## src/hdl/dhs_pkg.sv

```systemverilog
// Shared types and constants of the double hash set insert block.
package dhs_pkg;

  localparam int SLOT_W    = 10;
  localparam int PROBE_W   = 10;
  localparam int ICL_W     = 4;
  localparam int LF_W      = 9;
  localparam int PADDR_W   = 3;
  localparam int PDATA_W   = 32;
  localparam int LF_FRAC_W = 8;

  localparam logic [ICL_W-1:0] ICL_RESET = 4'd4;
  localparam logic [LF_W-1:0]  LF_RESET  = 9'd192;
  localparam logic [LF_W-1:0]  LF_MAX    = 9'd256;
  localparam logic [LF_W-1:0]  LF_MIN    = 9'd1;

  localparam logic REG_ICL = 1'b0;
  localparam logic REG_LF  = 1'b1;

  localparam logic STATUS_OK   = 1'b0;
  localparam logic STATUS_FULL = 1'b1;

  typedef enum logic [10:0] {
    ST_CLR   = 11'b000_0000_0001,
    ST_IDLE  = 11'b000_0000_0010,
    ST_CHECK = 11'b000_0000_0100,
    ST_GCLR  = 11'b000_0000_1000,
    ST_GRD   = 11'b000_0001_0000,
    ST_GRV   = 11'b000_0010_0000,
    ST_GPRD  = 11'b000_0100_0000,
    ST_GPCMP = 11'b000_1000_0000,
    ST_IPST  = 11'b001_0000_0000,
    ST_IPRD  = 11'b010_0000_0000,
    ST_IPCMP = 11'b100_0000_0000
  } dhs_state_e;

  typedef struct packed {
    logic start;
    logic step;
  } dhs_prb_cmd_t;

  // Low mask of a power-of-two table: 2^lg - 1.
  function automatic logic [31:0] lg_mask(input logic [7:0] lg);
    return (32'd1 << lg) - 32'd1;
  endfunction

endpackage

```

## src/hdl/dhs_probe.sv

```systemverilog
// Shared probe address generator: home slot, odd stride and probe index.
module dhs_probe #(
  parameter int AW = 10,
  parameter int LW = 4
) (
  input  logic                  clk_i,
  input  logic                  rst_ni,
  input  dhs_pkg::dhs_prb_cmd_t cmd_i,
  input  logic [AW-1:0]         home_i,
  input  logic [LW-1:0]         lg_i,
  output logic [AW-1:0]         slot_o,
  output logic [AW-1:0]         idx_o,
  output logic                  last_o
);
  import dhs_pkg::*;

  logic [AW-1:0] slot_q, slot_d;
  logic [AW-1:0] stride_q, stride_d;
  logic [AW-1:0] idx_q, idx_d;
  logic [AW-1:0] mask_q, mask_d;
  logic [AW-1:0] mask_new;
  logic [AW-1:0] home_m;

  assign mask_new = AW'(lg_mask(8'(lg_i)));
  assign home_m   = home_i & mask_new;

  always_comb begin
    slot_d   = slot_q;
    stride_d = stride_q;
    idx_d    = idx_q;
    mask_d   = mask_q;
    if (cmd_i.start) begin
      slot_d   = home_m;
      stride_d = ((AW'(1) - home_m) | AW'(1)) & mask_new;
      idx_d    = '0;
      mask_d   = mask_new;
    end else if (cmd_i.step) begin
      slot_d = (slot_q + stride_q) & mask_q;
      idx_d  = idx_q + AW'(1);
    end
  end

  always_ff @(posedge clk_i or negedge rst_ni) begin
    if (!rst_ni) begin
      slot_q   <= '0;
      stride_q <= '0;
      idx_q    <= '0;
      mask_q   <= '0;
    end else begin
      slot_q   <= slot_d;
      stride_q <= stride_d;
      idx_q    <= idx_d;
      mask_q   <= mask_d;
    end
  end

  assign slot_o = slot_q;
  assign idx_o  = idx_q;
  assign last_o = (idx_q == mask_q);

endmodule

```

## config.mk

```make
export PLATFORM = sky130hd
export DESIGN_NAME = dhs_probe
export DESIGN_NICKNAME = d
export VERILOG_FILES = /design/src/hdl/dhs_pkg.sv /design/src/hdl/dhs_probe.sv
export SDC_FILE = /design/constraint.sdc
export NUM_CORES = 1
export LEC_CHECK = 0
export BUFFER_PORTS_ARGS = -buffer_cell sky130_fd_sc_hd__clkbuf_2
export CAP_MARGIN = 5
export CORE_MARGIN = 2
export CORE_UTILIZATION = 45
export CTS_CLUSTER_SIZE = 12
export DETAILED_ROUTE_END_ITERATION = 7
export PLACE_DENSITY = 0.63
export SYNTH_ARGS = -nofsm -noshare
export SYNTH_HDL_FRONTEND = slang
export SYNTH_SLANG_ARGS = --single-unit
```

## constraint.sdc

```tcl
create_clock -name clk_i -period 2.29 [get_ports clk_i]
set_input_delay 0.5725 -clock clk_i [delete_from_list [all_inputs] [get_ports clk_i]]
set_output_delay 0.5725 -clock clk_i [all_outputs]
set_load 0.01 [all_outputs]
```

# Yosys cells after proc, flatten, opt, wreduce, memory -nomap -nowiden
# Index checks and enable logic that the tools add are counted.
# totals
regBits	40
latchBits	0
ramBits	0
romBits	0
inputBits	18
output_inout_bits	21
n_memories	0
# classes
n_addsub	4
mul	0
div	0
magnitude_cmp	0
n_eq_ne	1
shift	1
n_mux	4
bitwise	3
n_reduce_logical	1
# op_table
op	count
$mux W10	4
$and A10 B10 Y10	3
$add A10 B1 Y10 const B	1
$add A10 B10 Y10	1
$eq A10 B10 Y1	1
$shl A1 B4 Y10 const A	1
$sub A1 B10 Y10 const A	1
$sub A10 B1 Y10 const B	1
$reduce_bool A2 Y1	1

# Longest topological paths before layout
# Gate-level depths: netlist of run 1.
# logic_depth
ltp_word	5
depth_mapped	13

# Least setup slack after synthesis of run 1
# OpenSTA, ideal clock, no wires.
# synth_timing
path_type	input to register
startpoint	input port lg_i[2]
endpoint	register stride_q[9]
setup_ps	121
arrival_time_ps	2678
required_ps	2169
path_slack_ps	-509
stages	13
path_cell_list	buf_2 > nor4_1 > inv_1 > ha_1 > buf_2 > xor2_1 > nand2_1 > ha_1 > o2111a_1 > o211ai_1 > nor3_2 > xnor2_1 > a22o_1
# synth_via
elab_chain_cells	5
# synth_rtl
item	line	text
from (decl)	dhs_probe.sv:10	input logic [LW-1:0] lg_i,
$shl A1 B4 Y10	dhs_pkg.sv:44	return (32'd1 << lg) - 32'd1;
$sub A10 B1 Y10	dhs_pkg.sv:44	
named net mask_new[0]	dhs_probe.sv:21	logic [AW-1:0] mask_new;
$and A10 B10 Y10	dhs_probe.sv:25	assign home_m = home_i & mask_new;
$sub A1 B10 Y10	dhs_probe.sv:34	stride_d = ((AW'(1) - home_m) | AW'(1)) & mask_new;
$and A10 B10 Y10	dhs_probe.sv:34	
to (signal assigned)	dhs_probe.sv:51	stride_q <= stride_d;
to (decl)	dhs_probe.sv:18	logic [AW-1:0] stride_q, stride_d;
# The timed path passes the listed nets, and every way through them passes these cells.
# A chain may end at the register's enable or synchronous reset.

# Worst setup path after layout of run 1
# layout_timing
startpoint	input port lg_i[3]
endpoint	register stride_q[7]
# The elaborated chain is that of the path after synthesis.

==> results of run 1 <==
## layout make-up
| cell class | instances | area, um^2 |
|---|---|---|
| fill | 491 | 2260 |
| multi-input combinational | 212 | 1600 |
| sequential | 39 | 976 |
| timing repair buffer | 67 | 430 |
| tap | 72 | 90.1 |
| clock buffer | 7 | 76.3 |
| inverter | 18 | 67.6 |
| clock inverter | 1 | 5.00 |
## flip-flops by register name, summed over array words and instances, names as in the netlist
signal and cells:
slot_o 10, idx_o 10, stride_q 10, mask_q 9
## logic make-up (layout without fill, tap and decap cells)
family          count (synthesis)  count (layout)  synth area share, %
flops                          39              39                 37.9
xor+xnor                       26              26                 8.85
mux                             6               6                 2.63
fa+ha+maj                      12              12                 6.13
buf+inv                        31              93                 4.86
simple gates                   92              92                 19.9
compound gates                 76              76                 19.7
## path summary, 6_finish.rpt
path | depth (start not counted) | to | startpoint | slack, ns
min in group clk_i | 1 | stride_q[3] | stride_q[3] | 0.50
worst max-delay path | 10 | stride_q[7] | lg_i[3] | 0.03
worst min-delay path | 1 | idx_o[0] | rst_ni | 0.16
max in group asynchronous | 2 | mask_q[9] | rst_ni | 1.62
worst max register to register | 8 | slot_o[8] | stride_q[0] | 0.10
worst min register to register | 1 | stride_q[3] | stride_q[3] | 0.50
## layer usage
layer | GRT usage [%] | up-vias
met2 | 33.9 | 81
met5 | 0 | -
met4 | 6.03 | 0
met3 | 3.62 | 8
li1 | - | 1136
met1 | 26.4 | 1101
## Yosys cell counts, types with 4 or more instances
master and instances:
dfrtp_1 39, o21ai_0 24, nand2_1 21, nor2_1 19
inv_1 18, a21oi_1 17, xor2_1 14, xnor2_1 12
ha_1 11, nand3_1 7, clkbuf_1 6, nand2b_1 6
and3_1 5, a21o_1 4, buf_2 4, nand4_1 4
nor2b_1 4, nor3_1 4, o2bb2ai_1 4
## metrics by stage
step           utilization (%)  instance area (um^2)  setup TNS (ns)
6_report                  58.9                  3250               0
3_3_place_gp              55.5                  3060           -1.68
3_5_place_dp              55.5                  3060           -2.24
5_1_grt                   58.9                  3250          -0.199
2_1_floorplan                -                  2640           -1.13
4_1_cts                   57.3                  3150         -0.0129
## report_power, final
group          internal [mW]  switching (mW)  leakage [nW]  total, mW
registers              0.752          0.0613         0.492      0.813
clock network          0.214           0.230        0.0422      0.443
logic                  0.262           0.301         0.970      0.563
total                   1.23           0.592          1.51       1.82
## repair_timing
action,4_1_cts,5_1_grt
setup buffers,0,1
setup endpoints to repair,3,6
pin swaps,2,11
gates resized for setup,2,20
==> impl_metrics.yaml, run 1 <==
die:
  pin_count: 39
  dieArea_mm2: 0.00634
  core_mm2: 0.00551
  rows: 27
  initial_core_util_pct: 46.7
  die_w_um: 79.6
  die_h_um: 79.6
setup_path:
  cp_num_buf_inv: 3
  crit_required_ns: 2.46
  worst-setup-path-type: "input port to register"
  slowest_delay_ns: 0.34
  cp-start-kind: "input port"
  path_delay_family: "compound AO/OA/AOI/OAI gates"
  crit_path_top_delay_cell: "a221o_1"
  cp-end-kind: "register"
  worstPathArrival_ns: 2.43
  cpMostUsedCell: "nor4_4"
  crit_fanout: 12
  crit_chain: "buf_8 > nor4_4 > inv_2 > ha_4 > buf_12 > nor4b_2 > a21oi_2 > o2bb2ai_4 > nor4_4 > a221o_1"
drt:
  drtIter0Drc: 173
  wl_per_cell_um: 14.8
  wl_met1_mm: 2.71
  routed.top_layer: "met4"
  met3WireLength_um: 309
  via_per_inst: 5.59
  wl_mm: 6.15
  vias: 2326
  drt_pass1_iterations: 4
  met2WireLength_mm: 3.07
  drc: 0
  ant_nets: 0
clock_tree:
  clockBufferDepth: 2
  clkSinkCount: 39
  hold_buffers: 0
  cts-root-buf: "clkbuf_8"
  cts_tree: "yes"
  clk_pin_slew_ns: 0.07
  htree_levels: 2
  clock_latency_ns: 0.29
  cts_buffers: 5
logic_synthesis:
  synth_seq_cells: 39
  synth.top_cell.area_share_pct: 37.9
  yosysTopAreaCell: "dfrtp_1"
  syn_area_mm2: 0.00257
  yosysWarnings: 0
  synth_cells: 282
  avgSynthCellArea_um2: 9.12
  synth_cell_type_count: 56
  synth-main-ff-cell: "dfrtp_1"
  ys_seq_area_share_pct: 37.9
  synth_fp_nets: 312
  synth-edff-count: 0
  async_reset_ff_share_pct: 100
  synthTopCellsByArea: "dfrtp_1 38%, ha_1 5.4%, xor2_1 4.8%"
pwr:
  vdd_drop_max_mv: 0.253
  p_leak_nw: 1.51
  power.density_mw_per_mm2: 561
  fin_total_pwr_mw: 1.82
placement:
  dp_hpwl_mm: 4.79
  place_congestion: 0.878
  dp_slack_ns: -0.349
  dp_cells: 407
  io_buffer_count: 38
timing:
  holdWs_ns: 0.162
  fin_crit_sh_pct: 98.7
  rsz0062_at_grt: "true"
  fin_worst_skew_ns: 0.00471
  max-slew-margin-rel_pct: 71.3
  hold_violations: 0
  worst_slack_ns: 0.0301
  tightest_slew_ns: 0.429
  setup_viol: 0
  final_max_slew_viol_count: 0
  max_clock_freq_mhz: 443
  period_minus_slack_ns: 2.26
final_layout:
  final_cells: 416
  areaGrowthSynthToFinish_pct: 26.2
  antenna_cells: 0
  final_nets: 373
  layout_commonest_cell: "dfrtp_1"
  drive_above_1_share_pct: 28.5
  final_cell_mix: "39 x dfrtp_1, 36 x clkbuf_2, 28 x buf_4"
global_routing:
  first_global_vias: 2189
  grt_use_total_pct: 20.2
  grt_pass1_wl_mm: 10.1
  grt_max_degree: 20
  antenna_found_initial: 0
  grt_overflow: 0
run_status:
  run_status: "complete, no violations"
hold_path:
  hold_class: "input port to asynchronous set/reset pin"
job:
  cap_violations: 0
(Power assumes the default switching activity.)
==> inputs of run 2 (changes only) <==
--- a/config.mk
+++ b/config.mk
@@ -8,10 +8,10 @@
 export BUFFER_PORTS_ARGS = -buffer_cell sky130_fd_sc_hd__clkbuf_2
 export CAP_MARGIN = 5
 export CORE_MARGIN = 2
-export CORE_UTILIZATION = 45
+export CORE_UTILIZATION = 30
 export CTS_CLUSTER_SIZE = 12
 export DETAILED_ROUTE_END_ITERATION = 7
-export PLACE_DENSITY = 0.63
+export PLACE_DENSITY = 0.45
 export SYNTH_ARGS = -nofsm -noshare
 export SYNTH_HDL_FRONTEND = slang
 export SYNTH_SLANG_ARGS = --single-unit
==> run 2 against run 1 <==
Clock skew increased by 0.0036 ns. Flip-flop and latch count unchanged. Wire length increased by 8.8%. Sequential share of layout area decreased by 0.78 points. Largest cell class unchanged. Highest routed layer unchanged.
==> impl_metrics.yaml, run 2 (same netlist as run 1, synthesis figures left out) <==
run_status:
  run_status: "complete, no violations"
drt:
  wl_mm: 6.70
  wl_per_cell_um: 15.0
  ant_nets: 0
  drt_pass1_iterations: 4
  via_per_inst: 5.02
  drc: 0
  vias: 2242
  drtIter0Drc: 87
die:
  initial_core_util_pct: 31.2
  rows: 33
  dieArea_mm2: 0.00933
  die_h_um: 96.6
  core_mm2: 0.00826
  die_w_um: 96.6
  pin_count: 39
setup_path:
  cpMostUsedCell: "ha_4"
  cp-end-kind: "register"
  crit_path_top_delay_cell: "nor4_4"
  worst-setup-path-type: "input port to register"
  cp-start-kind: "input port"
  r2r-start: "stride_q[0]"
  startpoint: "lg_i[2]"
  crit_chain: "buf_12 > nor4_4 > inv_2 > ha_4 > xor2_4 > nand2_2 > ha_4 > o2111a_1 > o211ai_1 > nor3_2 > xnor2_1 > a22o_1"
  crit_fanout: 4
  worstPathArrival_ns: 2.41
  slowest_delay_ns: 0.30
  crit_required_ns: 2.47
global_routing:
  grt_max_degree: 40
  grt_overflow: 0
  antenna_found_initial: 0
  met2_usage_pct: 23.4
  grt_use_total_pct: 14.9
  busiest_layer: "met2"
  grt_pass1_wl_mm: 11.4
  use_met3_pct: 3.11
  first_global_vias: 2210
  use_met1_pct: 20.8
clock_tree:
  clockBufferDepth: 2
  cts-root-buf: "clkbuf_8"
  clkSinkCount: 39
  htree_levels: 2
  cts_tree: "yes"
  clock_latency_ns: 0.29
  cts_buffers: 5
  clk_pin_slew_ns: 0.08
final_layout:
  layout_commonest_cell: "dfrtp_1"
  design_area_mm2: 0.00333
  areaGrowthSynthToFinish_pct: 29.5
  final_nets: 371
  antenna_cells: 0
  drive_above_1_share_pct: 29.8
  final_cell_mix: "39 x dfrtp_1, 36 x clkbuf_2, 26 x buf_4"
pwr:
  vdd_drop_max_mv: 0.216
  fin_total_pwr_mw: 1.90
  p_leak_nw: 1.52
  power.density_mw_per_mm2: 572
placement:
  placed_area_mm2: 0.00307
  io_buffer_count: 38
  place_congestion: 0.791
  dp_hpwl_mm: 5.15
timing:
  fin_worst_skew_ns: 0.00830
  final_max_slew_viol_count: 0
  hold_violations: 0
  period_minus_slack_ns: 2.23
  setup_viol: 0
  tightest_slew_ns: 0.521
  fin_crit_sh_pct: 97.2
  tns_ns: 0
  max_clock_freq_mhz: 449
  rsz0062_at_grt: "true"
  max-slew-margin-rel_pct: 65.3
hold_path:
  hold_class: "input port to asynchronous set/reset pin"
job:
  cap_violations: 0
-- run 2: cell types whose count changed in the layout (fill, tap and decap cells not counted), sizes merged --
cell    change
buf         -2
clkinv      -1
clkbuf      +1
-- run 2: critical path: cells and delay by family --
kind / cells / cell delay [ns]
and+or+nand+nor: 3 / 0.62
AOI/OAI and AO/OA: 3 / 0.42
adders and majority gates: 2 / 0.34
xor gates and xnor gates: 2 / 0.28
buffers and inverters: 2 / 0.18
-- run 2: timing repair --
action / in CTS / in global routing
hold buffers: 0 / 0
hold endpoints to repair: 0 / 0
pin swaps: 2 / 10
buffers inserted: 1 / 1
resized for setup: 2 / 30
endpoints found under the setup margin: 5 / 9
cloned: 0 / 0
-- run 2: area by class of cell --
cell class,instances,area [um^2]
Clock buffer,8,100
Timing Repair Buffer,65,427
Inverter,18,67.6
Tap cell,105,131
Multi-Input combinational cell,212,1630
Fill cell,838,4930
Sequential cell,39,976
-- run 2: path summary, 6_finish.rpt --
kind | to | slack, ns | cells past startpoint
worst max-delay path | stride_q[9] | 0.06 | 12
worst min-delay path | idx_o[0] | 0.33 | 2
worst max register to register | slot_o[8] | 0.16 | 8
worst min register to register | stride_q[6] | 0.51 | 1
max in group asynchronous | slot_o[4] | 1.59 | 2
min in group clk_i | stride_q[6] | 0.51 | 1
-- run 2: report_power, final --
| part | leakage (nW) | internal (mW) | total [mW] | switching, mW |
|---|---|---|---|---|
| clock network | 0.0515 | 0.275 | 0.519 | 0.244 |
| registers | 0.492 | 0.752 | 0.815 | 0.0632 |
| logic | 0.975 | 0.265 | 0.571 | 0.305 |
| total | 1.52 | 1.29 | 1.90 | 0.612 |
-- run 2: stage by stage --
stage	hold slack, ns	util [%]	instances	setup slack (ns)
finish	0.333	40.3	447	0.0632
global route	0.375	40.3	447	-0.0815
floorplan	0.277	-	282	-0.363
detailed placement	0.486	37.2	437	-0.397
CTS	0.361	38.7	446	0.00249
global placement	0.484	37.2	437	-0.297
-- run 2: layer usage --
| metal | up-vias | routed length (um) |
|---|---|---|
| li1 | 1126 | - |
| met1 | 1069 | 3300 |
| met2 | 40 | 3070 |
| met3 | 7 | 230 |
| met4 | 0 | 96 |
| met5 | - | 0 |
